**config.mk**
```make
export PLATFORM = sky130hd
export DESIGN_NAME = sip_check
export DESIGN_NICKNAME = d
export VERILOG_FILES = /design/src/design/segment_intersection_point_assert.svh /design/src/design/sip_pkg.sv /design/src/design/sip_check.sv
export SDC_FILE = /design/constraint.sdc
export NUM_CORES = 1
export LEC_CHECK = 0
export ABC_AREA = 0
export BUFFER_PORTS_ARGS = -buffer_cell sky130_fd_sc_hd__buf_4
export CAP_MARGIN = 25
export CORE_MARGIN = 4
export CORE_UTILIZATION = 57
export DETAILED_ROUTE_END_ITERATION = 10
export HOLD_SLACK_MARGIN = 0.05
export PLACE_DENSITY = 0.79
export SKIP_LAST_GASP = 1
export SLEW_MARGIN = 0
export SYNTH_ARGS = -nofsm -noshare
export SYNTH_HDL_FRONTEND = slang
export SYNTH_SLANG_ARGS = --single-unit
export TNS_END_PERCENT = 10
```
**constraint.sdc**
```tcl
create_clock -name clk_i -period 5.44 [get_ports clk_i]
set_clock_uncertainty 0.05 [all_clocks]
set_input_delay 1.36 -clock clk_i [delete_from_list [all_inputs] [get_ports clk_i]]
set_output_delay 1.36 -clock clk_i [all_outputs]
set_load 0.01 [all_outputs]
```
**src/design/segment_intersection_point_assert.svh**
```systemverilog
// Assertion macros for the segment intersection RTL.
`ifndef SEGMENT_INTERSECTION_POINT_ASSERT_SVH
`define SEGMENT_INTERSECTION_POINT_ASSERT_SVH

`ifndef SYNTHESIS
// Check a property at each rising clock edge, skipped while reset is low.
`define SIP_ASSERT(lbl, clk, rst_n, prop) \
  lbl: assert property (@(posedge clk) disable iff (!rst_n) prop) \
    else $error("assertion failed");
// Check a property at each rising clock edge, reset included.
`define SIP_ASSERT_ALWAYS(lbl, clk, prop) \
  lbl: assert property (@(posedge clk) prop) \
    else $error("assertion failed");
`else
`define SIP_ASSERT(lbl, clk, rst_n, prop)
`define SIP_ASSERT_ALWAYS(lbl, clk, prop)
`endif

`endif

```
**src/design/sip_pkg.sv**
```systemverilog
// Shared constants for the segment intersection block.
package sip_pkg;

  // Width of one coordinate field on the input channel.
  localparam int FIELD_W = 16;
  // Width of the intersection coordinates on the result channel.
  localparam int CROSS_W = 32;

endpackage

```
**src/design/sip_check.sv**
```systemverilog
// Back pipeline: signed point and the on-segment distance test.
module sip_check import sip_pkg::*; #(
  parameter int N = 16
) (
  input  logic              clk_i,
  input  logic              rst_ni,
  input  logic              en_i,
  input  logic              valid_i,
  input  logic [N-1:0]      qx_i,
  input  logic [N-1:0]      qy_i,
  input  logic              ovf_i,
  input  logic              negx_i,
  input  logic              negy_i,
  input  logic              dz_i,
  input  logic [7:0][N-1:0] crd_i,
  output logic              valid_o,
  output logic              hit_o,
  output logic signed [N:0] px_o,
  output logic signed [N:0] py_o
);

  localparam int AW = N + 2;
  localparam int SW = N + 4;

  function automatic logic [AW-1:0] absdiff(input logic signed [N:0] a,
                                            input logic signed [N:0] b);
    logic signed [AW-1:0] d;
    d = AW'(a) - AW'(b);
    return d[AW-1] ? -d : d;
  endfunction

  logic [1:0]               v_q;
  logic signed [N:0]        px0_q, py0_q, px1_q, py1_q;
  logic                     ok0_q, ok1_q;
  logic [7:0][N-1:0]        c0_q;
  logic signed [N:0]        cs [8];
  logic [11:0][AW-1:0]      ad_q;
  logic                     on_a, on_b;

  for (genvar i = 0; i < 8; i++) begin : g_crd
    assign cs[i] = (N + 1)'($signed(c0_q[i]));
  end

  always_ff @(posedge clk_i or negedge rst_ni) begin
    if (!rst_ni) begin
      v_q <= '0;
    end else if (en_i) begin
      v_q <= {v_q[0], valid_i};
    end
  end

  always_ff @(posedge clk_i) begin
    if (en_i) begin
      // Apply the quotient sign
      px0_q <= negx_i ? -$signed({1'b0, qx_i}) : $signed({1'b0, qx_i});
      py0_q <= negy_i ? -$signed({1'b0, qy_i}) : $signed({1'b0, qy_i});
      ok0_q <= !dz_i && !ovf_i;
      c0_q  <= crd_i;
      // Manhattan distance components for both segments
      px1_q    <= px0_q;
      py1_q    <= py0_q;
      ok1_q    <= ok0_q;
      ad_q[0]  <= absdiff(cs[0], px0_q);
      ad_q[1]  <= absdiff(cs[1], py0_q);
      ad_q[2]  <= absdiff(cs[2], px0_q);
      ad_q[3]  <= absdiff(cs[3], py0_q);
      ad_q[4]  <= absdiff(cs[0], cs[2]);
      ad_q[5]  <= absdiff(cs[1], cs[3]);
      ad_q[6]  <= absdiff(cs[4], px0_q);
      ad_q[7]  <= absdiff(cs[5], py0_q);
      ad_q[8]  <= absdiff(cs[6], px0_q);
      ad_q[9]  <= absdiff(cs[7], py0_q);
      ad_q[10] <= absdiff(cs[4], cs[6]);
      ad_q[11] <= absdiff(cs[5], cs[7]);
    end
  end

  // Point lies on a segment when the two distances add up to its length
  assign on_a = (SW'(ad_q[0]) + SW'(ad_q[1]) + SW'(ad_q[2]) + SW'(ad_q[3])) ==
                (SW'(ad_q[4]) + SW'(ad_q[5]));
  assign on_b = (SW'(ad_q[6]) + SW'(ad_q[7]) + SW'(ad_q[8]) + SW'(ad_q[9])) ==
                (SW'(ad_q[10]) + SW'(ad_q[11]));

  assign valid_o = v_q[1];
  assign hit_o   = ok1_q && on_a && on_b;
  assign px_o    = px1_q;
  assign py_o    = py1_q;

endmodule

```
==> summary.txt <==
Layout
  – Fin cells: 4141
  – Core Util, Final: 66.37%
  – Nets: 3895
  – Filler Cell Count: 4186
  – Share of layout cells above drive strength 1: 12.88%
  – Reg area: 12480 µm²
  – Area Overhead vs Synth: 15.31%
  – Area occupied by multi-input gates: 18220 µm²

Detailed routing
  – WL final: 90070 µm
  – DRT Pass-1 Iters: 6
  – Routed vias: 24880
  – Iter 0 DRT Violations: 2491
  – Wire per inst: 21.75 µm
  – DRC violations left: 0
  – Routed Antenna Nets: 0
  – Routed vias/inst: 6.009

Critical path
  – CP endpoint kind: output port
  – Worst path cell trace: fa_1, inv_1, fa_1, inv_1, ha_1, inv_1, fa_1, nand2b_1, a21oi_2, o21ai_0, xnor2_1, xnor2_1, nand4_1, or4_1, or4_1, nor4_4, buf_4, and4_1, buf_4
  – Setup crit end: hit_o
  – Worst path max stage delay: 0.55 ns
  – Reg2reg end: ad_q[51]
  – Path length in cells of the critical path: 19
  – Worst Path Required: 4.03 ns
  – Critical path startpoint category: register
  – CP bufs+invs: 5
  – Worst Reg-to-Reg Cells: 13
  – Reg2reg start: px0_q[1]
  – Crit path max fanout: 3
  – Delay-heaviest family, CP: simple AND/OR/NAND/NOR gates
  – Crit path launch: ad_q[1]
  – Crit path DAT: 5.57 ns
  – R2R setup slack: 0.82 ns
  – CP max stage cell: fa_1
  – Crit path kind: register to output port

Logic synthesis
  – Asr flop ratio synth: 0.4808%
  – EDFF count, synth: 414
  – Main flop type after synthesis: edfxtp_1
  – Avg Inst Size Synth: 10.47 µm²
  – Distinct cells, synth: 87
  – #FFs+latches synth: 416
  – Yosys synthesis warning count: 0
  – Synth Cell Area: 31650 µm²
  – Post-synthesis sequential area ratio: 39.44%
  – Post-synthesis cell count: 3023

STA
  – Worst slew margin: 29.23%
  – Final Cycle Share: 128.3%
  – Max Transition Viols Final: 0
  – Least-Margin Pin Slew: 1.048 ns
  – Setup ws final: -1.537 ns
  – Fin crit period: 6.977 ns
  – Endpoints failing setup: 1
  – F_max: 0.1433 GHz
  – Setup TNS Final: -1.537 ns
  – Count of final hold-check violations: 0
  – RSZ-0062 raised after global routing: true

Floorplanning
  – Area of the core: 54990 µm²
  – Die height: 243.6 µm
  – Area of the die: 59360 µm²
  – Chip Width: 243.6 µm
  – FP Rows: 86
  – Ports: 204
  – Initial Util: 57.56%

Power
  – VDD IR max: 563.6 µV
  – NetSw: 10190 µW
  – Clock power share: 13.6%
  – P_leak: 0.01497 µW
  – Sw frac: 42.59%
  – Sequential Power Share: 20.4%
  – P_int: 13740 µW
  – Gate power share: 66.0%
  – Power Density: 655.9 nW/µm²

Placement
  – # placed instances: 4050
  – Pre-CTS setup slack: -1.259 ns
  – DP Wirelength: 72820 µm
  – Port Buffer Count: 203
  – Routability cong.: 1.015

Status
  – Violated checks: negative setup slack
  – Status: complete, but fails checks

Clocking
  – Max clock buf depth: 3
  – TritonCTS clock tree: built
  – H-Tree Level Count: 2
  – Hold-fix buffers, CTS: 0
  – Clock sinks: 416
  – Clk slew on worst S/H paths: 0.06 ns
  – Root Buffer: clkbuf_16
  – Worst-skew pair later-pin latency: 0.61 ns
  – TritonCTS buffer count: 48

GRT
  – Vias in the first global route: 24360
  – Largest net degree at the start of global routing: 109
  – Initial antenna violation count: 1
  – GRT Resource Usage Total: 29.66%
  – First-pass GRT wire length: 136800 µm
  – GRT overflow: 0

Worst hold path
  – Hold WC Path Type: register to register

Flow run
  – Max Cap Violations: 0
-- through the flow --
step	total power [µW]	area [µm²]	hold slack (ns)
2_1_floorplan	15120	31670	0.3503
3_3_place_gp	20010	34840	0.3687
3_5_place_dp	20270	34850	0.3568
4_1_cts	23750	36470	0.3848
5_1_grt	25570	36490	0.3928
6_report	23930	36490	0.3795
-- power by group through the flow --
| stage | clock, µW | combinational, µW | sequential (µW) |
|---|---|---|---|
| 4_1_cts | 3300 | 15600 | 4880 |
| 5_1_grt | 3440 | 17200 | 4940 |
| 3_5_place_dp | 0 | 15300 | 4930 |
| 3_3_place_gp | 0 | 15100 | 4930 |
| 6_report | 3250 | 15800 | 4880 |
| 2_1_floorplan | 0 | 10400 | 4700 |
-- cells in the final DEF (no fill, tap or decap), drive strengths merged, types with 14 or more instances in the layout --
cell,Yosys,layout
edfxtp,414,414
buf,2,307
xnor2,297,297
ha,288,288
inv,238,239
nor2,228,228
a21oi,212,212
o21ai,146,146
nand2,143,143
xor2,137,137
fa,86,86
nor3,76,76
a21o,74,74
o21a,57,57
clkbuf,28,56
nand3,50,50
nor2b,47,47
o31ai,42,42
a211oi,34,34
nand2b,31,31
a31oi,30,30
and3,25,25
o21bai,24,24
or3,24,24
nor4,24,24
clkinv,0,23
o31a,17,17
nand4,17,17
o211ai,17,17
or2,14,14
-- synth_stat cells, drive strengths merged (42+ instances only) --
| library cell | count | share of area, % |
|---|---|---|
| o21a | 57 | 1.4 |
| ha | 288 | 11 |
| nand3 | 50 | 0.79 |
| xnor2 | 297 | 8.2 |
| o21ai | 146 | 2.3 |
| nand2 | 143 | 1.7 |
| inv | 238 | 2.8 |
| xor2 | 137 | 3.8 |
| nor3 | 76 | 1.2 |
| a21oi | 212 | 3.4 |
| o31ai | 42 | 1.0 |
| fa | 86 | 5.4 |
| nor2 | 228 | 2.7 |
| a21o | 74 | 1.8 |
| nor2b | 47 | 0.93 |
| edfxtp | 414 | 39 |
-- area by class of cell --
cell class / count / share of cell area [%]
clock inverter: 33 / 0.9292
sequential: 416 / 34.20
inverter: 238 / 2.448
antenna: 1 / 0.006857
clock buffer: 56 / 3.432
timing repair buffer: 307 / 6.501
multi-input combinational: 2342 / 49.91
tap: 748 / 2.565
-- what timing repair did --
item	CTS	global route
setup buffers	0	1
gates resized for setup	4	5
pin swaps	0	3
endpoints found under the setup margin	1	1
-- state kept, by name (all words and copies together) (netlist names) --
name,cells
v_q,2
ok1_q,1
py0_q,17
py_o,17
ok0_q,1
c0_q,128
ad_q,216
px_o,17
px0_q,17
-- per-layer routing --
metal,routed length [µm],GRT usage (%),vias to the layer above
met4,3069,9.806,0
met2,40940,47.32,982
met5,0,0,-
li1,-,-,11750
met1,38740,41.43,12000
met3,7317,5.283,151
-- cell families (layout without fill, tap and decap cells) --
logic type | count (synthesis) | count (layout) | synth area share (%)
xor+xnor | 438 | 438 | 12.30
simple gates | 757 | 757 | 12.01
buf+inv | 268 | 634 | 3.206
flops | 416 | 416 | 39.44
compound gates | 754 | 754 | 15.69
mux | 15 | 15 | 0.5140
fa+ha+maj | 374 | 374 | 16.83
other cells | 1 | 5 | 0.01185
-- worst reg2reg max path, cell delays in order (launching register included) --
cell	delay (ns)
edfxtp_1	0.39
inv_1	0.45
ha_1	0.23
nor2b_1	0.19
o2111ai_1	0.17
a31o_2	0.33
a21oi_1	0.44
mux2i_1	0.24
o311ai_0	0.19
buf_2	0.21
or2_2	0.32
nor3b_1	0.52
a21oi_1	0.18
xor2_1	0.45
-- worst min-delay path by stage --
stage                from  endpoint  cells past startpoint
finish              ok0_q     ok1_q                      0
global placement    ok0_q     ok1_q                      0
CTS                 ok0_q     ok1_q                      0
floorplan           ok0_q     ok1_q                      0
global route        ok0_q     ok1_q                      0
detailed placement  ok0_q     ok1_q                      0
Power figures use the tool's default switching activity.
